--- src/cpba_pkg.sv ---
// Shared types and constants for the contiguous page bitmap allocator.
// Used by cpba_scan and the top level; no dependencies.
package cpba_pkg;

    localparam int ADDR_W      = 32;
    localparam int COUNT_W     = 11;
    localparam int CHUNK_BITS  = 8;
    localparam int CHUNK_SHIFT = 3;
    localparam int RUN_W       = 12;

    localparam logic [ADDR_W-1:0] KERNEL_BASE_RST = 32'h0040_0000;
    localparam logic [ADDR_W-1:0] USER_BASE_RST   = 32'h0800_0000;

    // request codes
    localparam logic REQ_ALLOC = 1'b0;
    localparam logic REQ_FREE  = 1'b1;

    // pool codes
    localparam logic POOL_KERNEL = 1'b0;
    localparam logic POOL_USER   = 1'b1;

    // register indexes
    localparam logic REG_KERNEL_BASE = 1'b0;
    localparam logic REG_USER_BASE   = 1'b1;

    typedef enum logic [2:0] {
        ST_CLEAR,
        ST_IDLE,
        ST_SCAN,
        ST_ALLOC_BASE,
        ST_FREE_SETUP,
        ST_MK_RD,
        ST_MK_WR,
        ST_DONE
    } state_t;

    // result of scanning one bitmap chunk
    typedef struct packed {
        logic                   found;
        logic [CHUNK_SHIFT-1:0] pos;
        logic [RUN_W-1:0]       run;
    } scan_res_t;

endpackage

--- src/contiguous_page_bitmap_allocator.sv ---
// Contiguous page bitmap allocator: sequencer, config registers, result register.
// Depends on cpba_pkg, cpba_ram and cpba_scan.
//
// Usage: a request beat on s_* either allocates s_page_count pages from the
// pool s_pool (lowest free run first) or frees s_page_count pages starting at
// s_address (pool picked by comparing with user_base). One result beat on m_*
// per request: m_ok and m_start_address (0 on failure and on free).
// Both bitmaps sit in one RAM of 8-bit words; the scan reads one word per cycle.
// After reset a clearing pass writes every RAM word to free; no request is taken
// meanwhile, config writes are. Config writes go through cfg_we at any time and
// are expected only while idle.
// Flow: an allocate reads the words of its pool in order until the scan finds a
// run, then sets the run's pages by read-modify-write, and fails if none is found;
// a zero or oversize count fails without a scan. A free clears its pages likewise.
// One request at a time; s_ready is high only when idle. A finished result
// waits in the output register while the receiver stalls, and the next request
// is taken meanwhile; it only stalls when its own result is ready.
module contiguous_page_bitmap_allocator #(
    parameter int POOL_PAGES = 1024,
    parameter int PAGE_SHIFT = 12
) (
    input  logic                             aclk,
    input  logic                             aresetn,
    input  logic                             s_valid,
    output logic                             s_ready,
    input  logic                             s_req_type,
    input  logic                             s_pool,
    input  logic [cpba_pkg::ADDR_W-1:0]      s_address,
    input  logic [cpba_pkg::COUNT_W-1:0]     s_page_count,
    output logic                             m_valid,
    input  logic                             m_ready,
    output logic                             m_ok,
    output logic [cpba_pkg::ADDR_W-1:0]      m_start_address,
    input  logic                             cfg_we,
    input  logic                             cfg_index,
    input  logic [cpba_pkg::ADDR_W-1:0]      cfg_wdata
);
    import cpba_pkg::*;

    localparam int IDX_W   = $clog2(POOL_PAGES) + 1;
    localparam int WORDS   = (POOL_PAGES + CHUNK_BITS - 1) / CHUNK_BITS;
    localparam int WA      = (WORDS > 1) ? $clog2(WORDS) : 1;
    localparam int RA      = WA + 1;
    localparam int RDEPTH  = 2 ** RA;
    localparam int FIRST_W = ADDR_W - PAGE_SHIFT;
    localparam int CW      = ((IDX_W > COUNT_W) ? IDX_W : COUNT_W) + 1;

    state_t                state_reg, state_next;
    logic [ADDR_W-1:0]     kbase_reg, kbase_next;
    logic [ADDR_W-1:0]     ubase_reg, ubase_next;
    logic [RA-1:0]         clr_reg, clr_next;
    logic                  req_reg, req_next;
    logic                  pool_reg, pool_next;
    logic [ADDR_W-1:0]     addr_reg, addr_next;
    logic [COUNT_W-1:0]    count_reg, count_next;
    logic [WA:0]           scan_word_reg, scan_word_next;
    logic                  rd_vld_reg, rd_vld_next;
    logic [WA-1:0]         rd_word_reg, rd_word_next;
    logic [RUN_W-1:0]      run_reg, run_next;
    logic [IDX_W-1:0]      cur_reg, cur_next;
    logic [COUNT_W-1:0]    rem_reg, rem_next;
    logic                  set_reg, set_next;
    logic                  res_ok_reg, res_ok_next;
    logic [ADDR_W-1:0]     res_addr_reg, res_addr_next;
    logic                  m_valid_reg, m_valid_next;
    logic                  m_ok_reg, m_ok_next;
    logic [ADDR_W-1:0]     m_addr_reg, m_addr_next;

    logic                  ram_we;
    logic [RA-1:0]         ram_waddr;
    logic [CHUNK_BITS-1:0] ram_wdata;
    logic                  ram_re;
    logic [RA-1:0]         ram_raddr;
    logic [CHUNK_BITS-1:0] ram_rdata;

    scan_res_t             scan;
    logic [IDX_W-1:0]      end_idx;
    logic [ADDR_W:0]       diff_u;
    logic [ADDR_W-1:0]     diff;
    logic [FIRST_W-1:0]    first;
    logic [CHUNK_SHIFT-1:0] lo;
    logic [CHUNK_SHIFT:0]  consumed;
    logic [CHUNK_BITS-1:0] mk_mask;

    cpba_ram #(
        .WIDTH (CHUNK_BITS),
        .DEPTH (RDEPTH)
    ) u_map (
        .clk     (aclk),
        .wr_en   (ram_we),
        .wr_addr (ram_waddr),
        .wr_data (ram_wdata),
        .rd_en   (ram_re),
        .rd_addr (ram_raddr),
        .rd_data (ram_rdata)
    );

    cpba_scan #(
        .POOL_PAGES (POOL_PAGES),
        .WA         (WA)
    ) u_scan (
        .bits   (ram_rdata),
        .word   (rd_word_reg),
        .run_in (run_reg),
        .count  (count_reg),
        .res    (scan)
    );

    assign s_ready         = (state_reg == ST_IDLE);
    assign m_valid         = m_valid_reg;
    assign m_ok            = m_ok_reg;
    assign m_start_address = m_addr_reg;

    assign end_idx = IDX_W'({rd_word_reg, scan.pos});
    assign diff_u  = {1'b0, addr_reg} - {1'b0, ubase_reg};
    assign diff    = diff_u[ADDR_W] ? (addr_reg - kbase_reg) : diff_u[ADDR_W-1:0];
    assign first   = diff[ADDR_W-1:PAGE_SHIFT];
    assign lo      = cur_reg[CHUNK_SHIFT-1:0];
    assign consumed = (CHUNK_SHIFT+1)'(CHUNK_BITS) - {1'b0, lo};

    // bits of the current word that fall inside [cur, cur + rem) and the pool
    always_comb begin
        for (int k = 0; k < CHUNK_BITS; k++) begin
            mk_mask[k] = (CHUNK_SHIFT'(k) >= lo) &&
                (COUNT_W'(CHUNK_SHIFT'(k) - lo) < rem_reg) &&
                (32'({cur_reg[WA+CHUNK_SHIFT-1:CHUNK_SHIFT], CHUNK_SHIFT'(k)}) <
                 32'(POOL_PAGES));
        end
    end

    always_comb begin
        state_next     = state_reg;
        kbase_next     = kbase_reg;
        ubase_next     = ubase_reg;
        clr_next       = clr_reg;
        req_next       = req_reg;
        pool_next      = pool_reg;
        addr_next      = addr_reg;
        count_next     = count_reg;
        scan_word_next = scan_word_reg;
        rd_vld_next    = 1'b0;
        rd_word_next   = rd_word_reg;
        run_next       = run_reg;
        cur_next       = cur_reg;
        rem_next       = rem_reg;
        set_next       = set_reg;
        res_ok_next    = res_ok_reg;
        res_addr_next  = res_addr_reg;
        m_valid_next   = m_valid_reg && !m_ready;
        m_ok_next      = m_ok_reg;
        m_addr_next    = m_addr_reg;
        ram_we         = 1'b0;
        ram_waddr      = {pool_reg, cur_reg[WA+CHUNK_SHIFT-1:CHUNK_SHIFT]};
        ram_wdata      = set_reg ? (ram_rdata | mk_mask) : (ram_rdata & ~mk_mask);
        ram_re         = 1'b0;
        ram_raddr      = {pool_reg, cur_reg[WA+CHUNK_SHIFT-1:CHUNK_SHIFT]};

        if (cfg_we) begin
            case (cfg_index)
                REG_KERNEL_BASE: kbase_next = cfg_wdata;
                REG_USER_BASE:   ubase_next = cfg_wdata;
                default:         kbase_next = kbase_reg;
            endcase
        end

        case (state_reg)
            ST_CLEAR: begin
                ram_we    = 1'b1;
                ram_waddr = clr_reg;
                ram_wdata = '0;
                clr_next  = clr_reg + RA'(1);
                if (&clr_reg) begin
                    state_next = ST_IDLE;
                end
            end
            ST_IDLE: begin
                if (s_valid) begin
                    req_next      = s_req_type;
                    pool_next     = s_pool;
                    addr_next     = s_address;
                    count_next    = s_page_count;
                    scan_word_next = '0;
                    run_next      = '0;
                    if (s_req_type == REQ_FREE) begin
                        state_next = ST_FREE_SETUP;
                    end else if (s_page_count == '0 ||
                                 32'(s_page_count) > 32'(POOL_PAGES)) begin
                        res_ok_next   = 1'b0;
                        res_addr_next = '0;
                        state_next    = ST_DONE;
                    end else begin
                        state_next = ST_SCAN;
                    end
                end
            end
            ST_SCAN: begin
                // read one word ahead; the registered RAM returns the data in the next cycle
                if (32'(scan_word_reg) < 32'(WORDS)) begin
                    ram_re         = 1'b1;
                    ram_raddr      = {pool_reg, scan_word_reg[WA-1:0]};
                    rd_vld_next    = 1'b1;
                    rd_word_next   = scan_word_reg[WA-1:0];
                    scan_word_next = scan_word_reg + (WA+1)'(1);
                end
                if (rd_vld_reg) begin
                    run_next = scan.run;
                    if (scan.found) begin
                        cur_next   = IDX_W'(CW'(end_idx) + CW'(1) - CW'(count_reg));
                        state_next = ST_ALLOC_BASE;
                    end else if (32'(rd_word_reg) == 32'(WORDS - 1)) begin
                        res_ok_next   = 1'b0;
                        res_addr_next = '0;
                        state_next    = ST_DONE;
                    end
                end
            end
            ST_ALLOC_BASE: begin
                res_ok_next   = 1'b1;
                res_addr_next = ((pool_reg == POOL_USER) ? ubase_reg : kbase_reg) +
                                (ADDR_W'(cur_reg) << PAGE_SHIFT);
                rem_next      = count_reg;
                set_next      = 1'b1;
                state_next    = ST_MK_RD;
            end
            ST_FREE_SETUP: begin
                pool_next     = diff_u[ADDR_W] ? POOL_KERNEL : POOL_USER;
                cur_next      = (32'(first) >= 32'(POOL_PAGES)) ?
                                IDX_W'(POOL_PAGES) : IDX_W'(first);
                rem_next      = count_reg;
                set_next      = 1'b0;
                res_ok_next   = 1'b1;
                res_addr_next = '0;
                state_next    = ST_MK_RD;
            end
            ST_MK_RD: begin
                if (rem_reg == '0 || 32'(cur_reg) >= 32'(POOL_PAGES)) begin
                    state_next = ST_DONE;
                end else begin
                    ram_re     = 1'b1;
                    state_next = ST_MK_WR;
                end
            end
            ST_MK_WR: begin
                ram_we   = 1'b1;
                rem_next = (COUNT_W'(consumed) >= rem_reg) ?
                           '0 : rem_reg - COUNT_W'(consumed);
                cur_next = (cur_reg & ~IDX_W'(CHUNK_BITS - 1)) + IDX_W'(CHUNK_BITS);
                state_next = ST_MK_RD;
            end
            ST_DONE: begin
                if (!m_valid_reg || m_ready) begin
                    m_valid_next = 1'b1;
                    m_ok_next    = res_ok_reg;
                    m_addr_next  = res_addr_reg;
                    state_next   = ST_IDLE;
                end
            end
            default: begin
                state_next = ST_IDLE;
            end
        endcase
    end

    always_ff @(posedge aclk) begin
        if (!aresetn) begin
            state_reg   <= ST_CLEAR;
            clr_reg     <= '0;
            kbase_reg   <= KERNEL_BASE_RST;
            ubase_reg   <= USER_BASE_RST;
            m_valid_reg <= 1'b0;
            rd_vld_reg  <= 1'b0;
        end else begin
            state_reg   <= state_next;
            clr_reg     <= clr_next;
            kbase_reg   <= kbase_next;
            ubase_reg   <= ubase_next;
            m_valid_reg <= m_valid_next;
            rd_vld_reg  <= rd_vld_next;
        end
    end

    always_ff @(posedge aclk) begin
        req_reg       <= req_next;
        pool_reg      <= pool_next;
        addr_reg      <= addr_next;
        count_reg     <= count_next;
        scan_word_reg <= scan_word_next;
        rd_word_reg   <= rd_word_next;
        run_reg       <= run_next;
        cur_reg       <= cur_next;
        rem_reg       <= rem_next;
        set_reg       <= set_next;
        res_ok_reg    <= res_ok_next;
        res_addr_reg  <= res_addr_next;
        m_ok_reg      <= m_ok_next;
        m_addr_reg    <= m_addr_next;
    end

    // one request in flight: no second beat right after an accepted one
    a_one_in_flight: assert property (@(posedge aclk) disable iff (!aresetn)
        (s_valid && s_ready) |=> !s_ready)
        else $error("request accepted while busy");

    // only allocations scan the bitmap
    a_scan_alloc: assert property (@(posedge aclk) disable iff (!aresetn)
        (state_reg == ST_SCAN) |-> (req_reg == REQ_ALLOC))
        else $error("free request in scan");

    // read-modify-write never touches a page past the pool
    a_mk_in_pool: assert property (@(posedge aclk) disable iff (!aresetn)
        (state_reg == ST_MK_WR) |-> (32'(cur_reg) < 32'(POOL_PAGES)))
        else $error("bitmap update past pool end");

    // a failed allocation reports a zero address
    a_fail_zero: assert property (@(posedge aclk) disable iff (!aresetn)
        (m_valid && !m_ok) |-> (m_start_address == '0))
        else $error("failed allocation with nonzero address");

    // a fresh result beat only follows the done state
    a_result_src: assert property (@(posedge aclk) disable iff (!aresetn)
        ($rose(m_valid)) |-> ($past(state_reg) == ST_DONE))
        else $error("result beat without completed request");

endmodule

--- src/cpba_ram.sv ---
// Generic simple dual-port RAM: one write port, one read port, registered read.
// No dependencies.
module cpba_ram #(
    parameter int WIDTH = 8,
    parameter int DEPTH = 256
) (
    input  logic                     clk,
    input  logic                     wr_en,
    input  logic [$clog2(DEPTH)-1:0] wr_addr,
    input  logic [WIDTH-1:0]         wr_data,
    input  logic                     rd_en,
    input  logic [$clog2(DEPTH)-1:0] rd_addr,
    output logic [WIDTH-1:0]         rd_data
);

    logic [WIDTH-1:0] mem [DEPTH];

    always_ff @(posedge clk) begin
        if (wr_en) begin
            mem[wr_addr] <= wr_data;
        end
        if (rd_en) begin
            rd_data <= mem[rd_addr];
        end
    end

endmodule

--- src/cpba_scan.sv ---
// Free-run scanner for one bitmap chunk: carries the running free count
// across chunks and reports the first position where the run reaches count.
// Depends on cpba_pkg.
module cpba_scan #(
    parameter int POOL_PAGES = 1024,
    parameter int WA         = 7
) (
    input  logic [cpba_pkg::CHUNK_BITS-1:0] bits,
    input  logic [WA-1:0]                   word,
    input  logic [cpba_pkg::RUN_W-1:0]      run_in,
    input  logic [cpba_pkg::COUNT_W-1:0]    count,
    output cpba_pkg::scan_res_t             res
);
    import cpba_pkg::*;

    logic [CHUNK_BITS-1:0] used;
    logic [CHUNK_BITS-1:0] hit;
    logic [RUN_W-1:0]      run_at [CHUNK_BITS];

    // pages past the end of the pool count as used
    always_comb begin
        for (int k = 0; k < CHUNK_BITS; k++) begin
            used[k] = bits[k] ||
                (32'({word, CHUNK_SHIFT'(k)}) >= 32'(POOL_PAGES));
        end
    end

    // run length ending at each position, all positions in parallel
    always_comb begin
        for (int j = 0; j < CHUNK_BITS; j++) begin
            logic                   seen;
            logic [CHUNK_SHIFT-1:0] span;
            seen = 1'b0;
            span = '0;
            for (int k = 0; k < CHUNK_BITS; k++) begin
                if (k <= j && used[k]) begin
                    seen = 1'b1;
                    span = CHUNK_SHIFT'(j - k);
                end
            end
            run_at[j] = seen ? RUN_W'(span) : run_in + RUN_W'(j + 1);
            hit[j]    = run_at[j] >= RUN_W'(count);
        end
    end

    always_comb begin
        res.found = |hit;
        res.pos   = '0;
        res.run   = run_at[CHUNK_BITS-1];
        for (int j = CHUNK_BITS - 1; j >= 0; j--) begin
            if (hit[j]) begin
                res.pos = CHUNK_SHIFT'(j);
            end
        end
    end

endmodule
--- config.mk ---
export PLATFORM = sky130hd
export DESIGN_NAME = contiguous_page_bitmap_allocator
export DESIGN_NICKNAME = d
export VERILOG_FILES = /design/src/cpba_pkg.sv /design/src/contiguous_page_bitmap_allocator.sv /design/src/cpba_ram.sv /design/src/cpba_scan.sv
export SDC_FILE = /design/constraint.sdc
export NUM_CORES = 2
export LEC_CHECK = 0
export BUFFER_PORTS_ARGS = -buffer_cell sky130_fd_sc_hd__buf_2
export CAP_MARGIN = 25
export CORE_MARGIN = 5
export CORE_UTILIZATION = 48
export CTS_BUF_LIST = sky130_fd_sc_hd__clkbuf_2
export CTS_CLUSTER_DIAMETER = 40
export DETAILED_ROUTE_END_ITERATION = 10
export PLACE_DENSITY = 0.62
export SKIP_CTS_REPAIR_TIMING = 1
export SLEW_MARGIN = 20
export SYNTH_ARGS = -nofsm -noshare
export SYNTH_HDL_FRONTEND = slang
export SYNTH_HIERARCHICAL = 1
export SYNTH_SLANG_ARGS = --single-unit
--- constraint.sdc ---
create_clock -name aclk -period 33.2 [get_ports aclk]
set_input_delay 1.66 -clock aclk [delete_from_list [all_inputs] [get_ports aclk]]
set_output_delay 1.66 -clock aclk [all_outputs]
set_load 0.01 [all_outputs]
**Yosys cells after proc, flatten, opt, wreduce, memory -nomap -nowiden**

Memory sizes are Yosys's and may differ from the RTL's. A register that Yosys moved wholly into a read port is not among the register bits.
Cells that the tools add are included.

- Memories kept: 1
- Input port bits: 83
- Output and inout bits: 35
- RAM bits: 2,048
- Register bits: 237

- Equal/unequal tests: 19
- Multiplexer cells: 114
- Bitwise gates (word level): 4
- Add/subtract/negate cells: 26
- $lt $le $gt $ge: 29
- Reduce and logical (&&, ||, !) cells: 42

Memory list:

| memory | words | bits a word | read ports | clocked after Yosys merged registers in | wr ports | RTL line | RTL |
|---|---|---|---|---|---|---|---|
| u_map.mem | 256 | 8 | 1 | 1 | 1 | cpba_ram.sv:16 | `logic [WIDTH-1:0] mem [DEPTH];` |

Operators by type and width:

| kind | count |
|---|---|
| 32-bit two-way mux | 8 |
| 3-bit two-way mux | 48 |
| 32-bit case mux with 4 select lines | 1 |
| 12-bit two-way mux | 10 |
| 12-bit by 11-bit >= comparator with 1-bit output | 8 |
| 11-bit < comparator | 8 |
| 12-bit by 3-bit adder with 12-bit output (second input constant) | 4 |
| 11-bit two-way mux | 4 |
| 8-bit two-way mux | 5 |
| 11-bit case mux with 3 select lines | 1 |
| 32-bit by 32-bit subtractor with 33-bit output | 1 |
| 32-bit by 23-bit adder with 32-bit output | 1 |
| 32-bit subtractor | 1 |
| 1-bit two-way mux | 25 |
| 12-bit by 2-bit adder with 12-bit output (second input constant) | 2 |
| 12-bit case mux with 2 select lines | 1 |
| 11-bit logical NOT | 2 |
| 11-bit case mux with 2 select lines | 1 |
| 20-bit by 11-bit >= comparator with 1-bit output (second input constant) | 1 |
| 2-bit != test (second input constant) | 9 |
| 3-bit case mux with 6 select lines | 1 |
| 8-bit by 1-bit adder with 8-bit output (second input constant) | 2 |
| 8-bit case mux with 2 select lines | 1 |
| 3-bit by 3-bit subtractor with 4-bit output (first input constant) | 4 |
| 45 further kinds | 85 |

**Logic depth before layout (Yosys ltp)**

- Word-level depth: 23
- Gate-level depth with buffers: 31
- Mapped depth without buffers: 30

**Hierarchy**

The synthesis kept the hierarchy.

By module, submodules not included:

| module | instances | seq. area each (µm²) | area each (µm²) | cells an instance |
|---|---|---|---|---|
| cpba_ram | 1 | 61,739.2 | 79,636.4 | 3,733 |
| contiguous_page_bitmap_allocator | 1 | 6,346.1 | 15,561.2 | 1,638 |
| cpba_scan | 1 | 0.0 | 3,711.1 | 540 |

**Worst setup path after synthesis**

Ideal clock, no wire load.

- Kind: register -> register
- From: reg cur_reg[2]
- To: mem u_map.mem[0][1], data pin
- Arrival time: 12.377 ns
- Path buffers: 0
- Path slack: 18.635 ns
- Cell stages (with the launch flop): 12
- Cells stage by stage: edfxtp_1 -> inv_1 -> ha_1 -> ha_1 -> a21o_1 -> a21o_1 -> a21o_1 -> a21o_1 -> a21o_1 -> a21oi_1 -> o21ai_0 -> o21ai_0

- Word-level cells in the longest chain between the ends: 7
- Elaborated cells on any way between the ends: 9
- Classes of those cells: add/sub (1); order compare (2); mux (2); bitwise (3); reduce/logical (1)

Ends and longest elaborated chain:

| what | RTL line | RTL |
|---|---|---|
| from (decl) | contiguous_page_bitmap_allocator.sv:60 | `logic [IDX_W-1:0] cur_reg, cur_next;` |
| from (signal assigned) | contiguous_page_bitmap_allocator.sv:290 | `cur_reg <= cur_next;` |
| 1-bit by 3-bit subtractor with 4-bit output | contiguous_page_bitmap_allocator.sv:125 | `(COUNT_W'(CHUNK_SHIFT'(k) - lo) < rem_reg) &&` |
| 11-bit < comparator | contiguous_page_bitmap_allocator.sv:125 |  |
| 1-bit logical AND * | contiguous_page_bitmap_allocator.sv:124 | `mk_mask[k] = (CHUNK_SHIFT'(k) >= lo) &&` |
| 8-bit NOT | contiguous_page_bitmap_allocator.sv:154 | `ram_wdata = set_reg ? (ram_rdata \| mk_mask) : (ram_rdata & ~mk_mask);` |
| 8-bit bitwise AND | contiguous_page_bitmap_allocator.sv:154 |  |
| 8-bit two-way mux * | contiguous_page_bitmap_allocator.sv:154 |  |
| 8-bit two-way mux * | contiguous_page_bitmap_allocator.sv:166 | `case (state_reg)` |
| via ram_wdata[1] | contiguous_page_bitmap_allocator.sv:71 | `logic [CHUNK_BITS-1:0] ram_wdata;` |
| to (decl) | cpba_ram.sv:16 |  |

Mark *: on every way through the listed nets, which the timed path passes. The rest lies on a longest branch.

**Final worst setup path**

- From: reg state_reg[2]
- To: reg u_map.rd_data[5] (read register of u_map.mem), data pin

- Word-level cells in the longest chain between the ends: 2
- Elaborated cells on any way between the ends: 4
- Classes of those cells: eq/ne (2); mux (2)

Ends and longest elaborated chain:

| what | RTL line | RTL |
|---|---|---|
| from (decl) | contiguous_page_bitmap_allocator.sv:48 | `state_t state_reg, state_next;` |
| from (signal assigned) | contiguous_page_bitmap_allocator.sv:273 | `state_reg <= state_next;` |
| 3-bit by 2-bit equality test with 1-bit output | contiguous_page_bitmap_allocator.sv:166 |  |
| 7-bit two-way mux | contiguous_page_bitmap_allocator.sv:166 |  |
| via ram_raddr[0] | contiguous_page_bitmap_allocator.sv:73 | `logic [RA-1:0] ram_raddr;` |
| to (decl) | cpba_ram.sv:13 | `output logic [WIDTH-1:0] rd_data` |

The timed path passes the listed nets, and every way through them passes these cells.
A chain may end at the register's enable or synchronous reset.

==> results by stage <==
Global route:
- The most used routing layer is met2.
- The remaining global-route overflow is 0.
- The met3 usage is 4.83%.
- For this run, the total global-route usage over all layers was measured as 23.6%.
- The initial antenna violation count is 7.
- Global routing used 32.8% of the available met1 tracks.
- The wire length of the first global-routing pass is 380000 um.
- The number of global-route vias before repair came to 57662.
- Entering global routing, the biggest net connects 222 pins.
- The met2 layer usage reported by global route is 37.4%.

Placement:
- Detailed placement ended at an HPWL of 161000 um.
- Input and output buffers added on the ports amount to 117.
- The final weighted congestion of routability-driven global placement is 0.866.
- The placed instances occupy a cell area of 102000 um2.

Timing:
- Setup violations remaining at the end of the flow were counted as 0.
- The post-route clock skew is 199 ps.
- Setup repair after global routing left no endpoint under its margin.
- At the pin with the least slew margin, the transition time is 1230 ps.
- The final hold violation count came to 0.
- The upper clock frequency limit is 124 MHz.
- The number of pins with negative max-slew slack in the final report was 0.
- Summed over all failing endpoints, the final setup total negative slack is 0 ps.
- The shortest period the worst path allows is 8050 ps.
- In this run the tightest slew margin relative to its limit is 18.3%.
- Dividing the final minimum period by the clock period gives 24.2%.

Clock network:
- The TritonCTS buffer count is 594.
- Counting every sink on the clock net gives 2293.
- The clock tree from TritonCTS is done.
- The clock input transition at the sequential cells of the worst setup and hold paths is 100 ps.
- The cell chosen for the clock root is clkbuf_2.
- In this run the number of H-tree levels came out at 6.
- The number of buffers between clock root and the deepest sink is 4.
- The later pin in the worst-skew pair is clocked with a latency of 1820 ps.

Routing:
- After detailed routing, the number of vias per cell comes to 6.02.
- After the first detailed-routing iteration, the DRC count stood at 5870.
- The DRC violations left is 0.
- For this run, the detailed router's first-pass iteration total came to 5.
- The remaining antenna violation count is 0.
- Summing over every cut layer, the via total after detailed routing is 57246.
- The routed design has 259000 um of wire.
- After detailed routing, the average wire length per cell comes to 27.2 um.

Final layout:
- The final-layout fill cell count is 16749.
- Of the cells placed in the final design, the portion with a size suffix greater than 1 is 24.4%.
- The top register by number of flip-flops is u_map/mem.
- The final non-filler cell area is 108000 um2.
- The number of nets in the final layout is 6823.
- The growth of design area from synthesis to finish is 8.91%.
- The register with the most flip-flops in the layout has 2048 of them.

Synthesis:
- Synthesis handed over a netlist of 5911 instances.
- The post-synthesis average cell area is 16.7 um2.
- The count of flip-flops with a built-in enable after synthesis is 2216.
- The commonest cells after synthesis are edfxtp_1 (2216), mux4_2 (454), nor2_1 (442), nand2_1 (314), ha_1 (279).
- By area the synthesized netlist is led by edfxtp_1 (67%), mux4_2 (10%), ha_1 (3.5%), mux2i_1 (1.7%), nor2_1 (1.7%).
- The cell area after synthesis is 98900 um2.
- The cell type with the largest total area after synthesis is edfxtp_1.
- The synthesized design devotes to its leading area cell type 67.3% of total area.
- For this run, the register share of the synthesized area comes to 68.8%.
- The register bit total from synthesis is 2293.
- The number of nets handed over by synthesis was 6276.
- The warning count from the yosys run is 6.
- Yosys mapped the design onto 100 distinct sky130hd cell types.
- Counting flops with an async set or reset pin after synthesis yields a share of 0%.
- The commonest register cell after synthesis is edfxtp_1.
- The cell with the most instances after synthesis is edfxtp_1.

Worst setup path:
- The number of cell instances on the worst register-to-register path is 16.
- The critical path launch point type is a flip-flop.
- In this design, the stage delay of the slowest critical-path cell is 830 ps.
- The signal on the critical path passes through nor2_1, nand2_1, nor2_1, buf_4, o21ai_4, buf_4, buf_4, buf_4, buf_4, mux4_2, a22o_1, a221oi_1, o221ai_1, a211oi_1, nor4_1, buf_4.
- On the critical path, the stage with the largest delay is an instance of buf_4.
- The worst setup path is of the flip-flop to flip-flop kind.
- The worst reg2reg path endpoint is u_map/rd_data[5].
- Of all nets on the critical path, the largest fanout is 44.
- At the worst endpoint, the arrival time is 9610 ps.
- The reg-to-reg startpoint is state_reg[2].
- The critical path crosses 16 cells after its start point.
- The buffering stage count on the worst path with inverters included is 6.
- For the worst setup path, the data required time is 34760 ps.
- The critical path endpoint category is a flip-flop.
- Broken down by cell family, the worst path's largest delay share belongs to buffers and inverters.
- The register-to-register setup slack is 25150 ps.
- The most numerous cell on the critical path is buf_4.

Run:
- Across the run, the number of max-cap violations was 0.

Floorplanning:
- The number of I/O pins is 118.
- Measured along the y axis, the die boundary spans 464 um.
- The die footprint is 215000 um2.
- The effective utilization at floorplan is 48.3%.
- Measured along the x axis, the die boundary spans 464 um.
- The cell row count is 166.
- The floorplan step defined a core boundary enclosing 205000 um2.

Hold path:
- The worst hold path was traced through 3 stages.
- The tightest min-delay check is of the input port to flip-flop type.
- In this run the most critical hold path is launched from cfg_wdata[5].
- The path with the worst hold slack has its endpoint at kbase_reg[5].

Power and ir drop:
- The leakage power figure is 36.4 nW.
- Power spread over the standard cell area amounts to 47.2 nW/um2.
- The largest vdd supply drop is 0.0409 mV.

Outcome:
- The flow ran to the end, and the final reports show no timing, DRC or antenna violations.
-- power breakdown --
| part | leakage (nW) | switching (mW) | internal [mW] | total, mW |
|---|---|---|---|---|
| Clock | 3.91 | 1.11 | 0.775 | 1.88 |
| Combinational | 11.8 | 0.0485 | 0.0266 | 0.0752 |
| Sequential | 20.7 | 0.00422 | 3.13 | 3.13 |
-- worst max path at each step --
| stage | endpoint | startpoint |
|---|---|---|
| after global routing | u_map/rd_data[5] | state_reg[2] |
| after detailed placement | u_map/rd_data[5] | state_reg[2] |
| after CTS | u_map/rd_data[5] | state_reg[2] |
| after global placement | u_map/rd_data[7] | state_reg[2] |
| after floorplan | u_map/mem[0][1] | cur_reg[2] |
| final | u_map/rd_data[5] | state_reg[2] |
-- per-stage QoR --
| step | util (%) | total power, mW | hold slack, ps | worst slack, ps | cells |
|---|---|---|---|---|---|
| 3_5_place_dp | 49.9 | 3.27 | 405 | 25030 | 8500 |
| 6_report | 52.6 | 5.09 | 132 | 25150 | 9515 |
| 5_1_grt | 52.6 | 5.31 | -53.6 | 24580 | 9511 |
| 2_1_floorplan | - | 3.24 | 400 | 18640 | 5911 |
| 3_3_place_gp | 49.8 | 3.27 | 401 | 24870 | 8495 |
| 4_1_cts | 52.3 | 5.14 | -201 | 25020 | 9451 |
-- cell families (layout without fill, tap and decap cells) --
family	after synthesis	in the layout	synth area share (%)
buffers and inverters	468	1370	2.42
adders and majority gates	282	282	3.59
xor gates and xnor gates	123	123	1.09
DFF	2293	2293	68.8
muxes	629	629	12.1
AOI/OAI and AO/OA	928	928	6.40
other	0	14	0
and+or+nand+nor	1188	1188	5.52
-- layer usage --
metal	part of all wire, %	routed length [um]
met2	48	123000
met1	41	107000
met3	8.0	20800
met5	0.0050	13
met4	3.2	8180
-- worst register-to-register path: cells and delay by family (launching register included) --
kind | cells | cell delay [ps]
AND/OR/NAND/NOR | 4 | 660
AO/OA/AOI/OAI | 5 | 2260
buffers and inverters | 6 | 3570
flip-flops | 1 | 720
multiplexers | 1 | 620
-- cell type report --
| class | count | area (um2) | area share [%] |
|---|---|---|---|
| flip-flops and latches | 2293 | 68100 | 63.2 |
| well taps | 2688 | 3360 | 3.12 |
| inverters | 150 | 563 | 0.523 |
| clock inverters | 114 | 835 | 0.775 |
| diodes | 14 | 35.0 | 0.0325 |
| clock buffers | 837 | 4190 | 3.89 |
| multi-input cells | 3150 | 28700 | 26.6 |
| repair buffers | 269 | 2000 | 1.86 |
-- layout by cell type, fill, tap and decap left out, drive strengths merged, types with 17 or more instances in the layout --
master,synthesis,final
o21ai,125,125
dlygate4sd3,0,42
xor2,58,58
nand2,314,314
and2,23,23
or3,25,25
buf,137,227
a21boi,72,72
a21oi,235,235
o31ai,17,17
ha,279,279
nor2,442,442
mux2i,167,167
nand2b,27,27
mux4,456,456
and3,30,30
a22oi,137,137
nor2b,62,62
nor4,39,39
nor3,66,66
nand4,33,33
o21a,29,29
nand3,76,76
clkbuf,180,837
dfxtp,77,77
a211oi,41,41
o22ai,39,39
inv,149,166
o211ai,28,28
xnor2,65,65
edfxtp,2216,2216
clkinv,1,82
or2,20,20
o221ai,51,51
a21o,52,52
No activity file was read; power rests on OpenSTA's default activity.
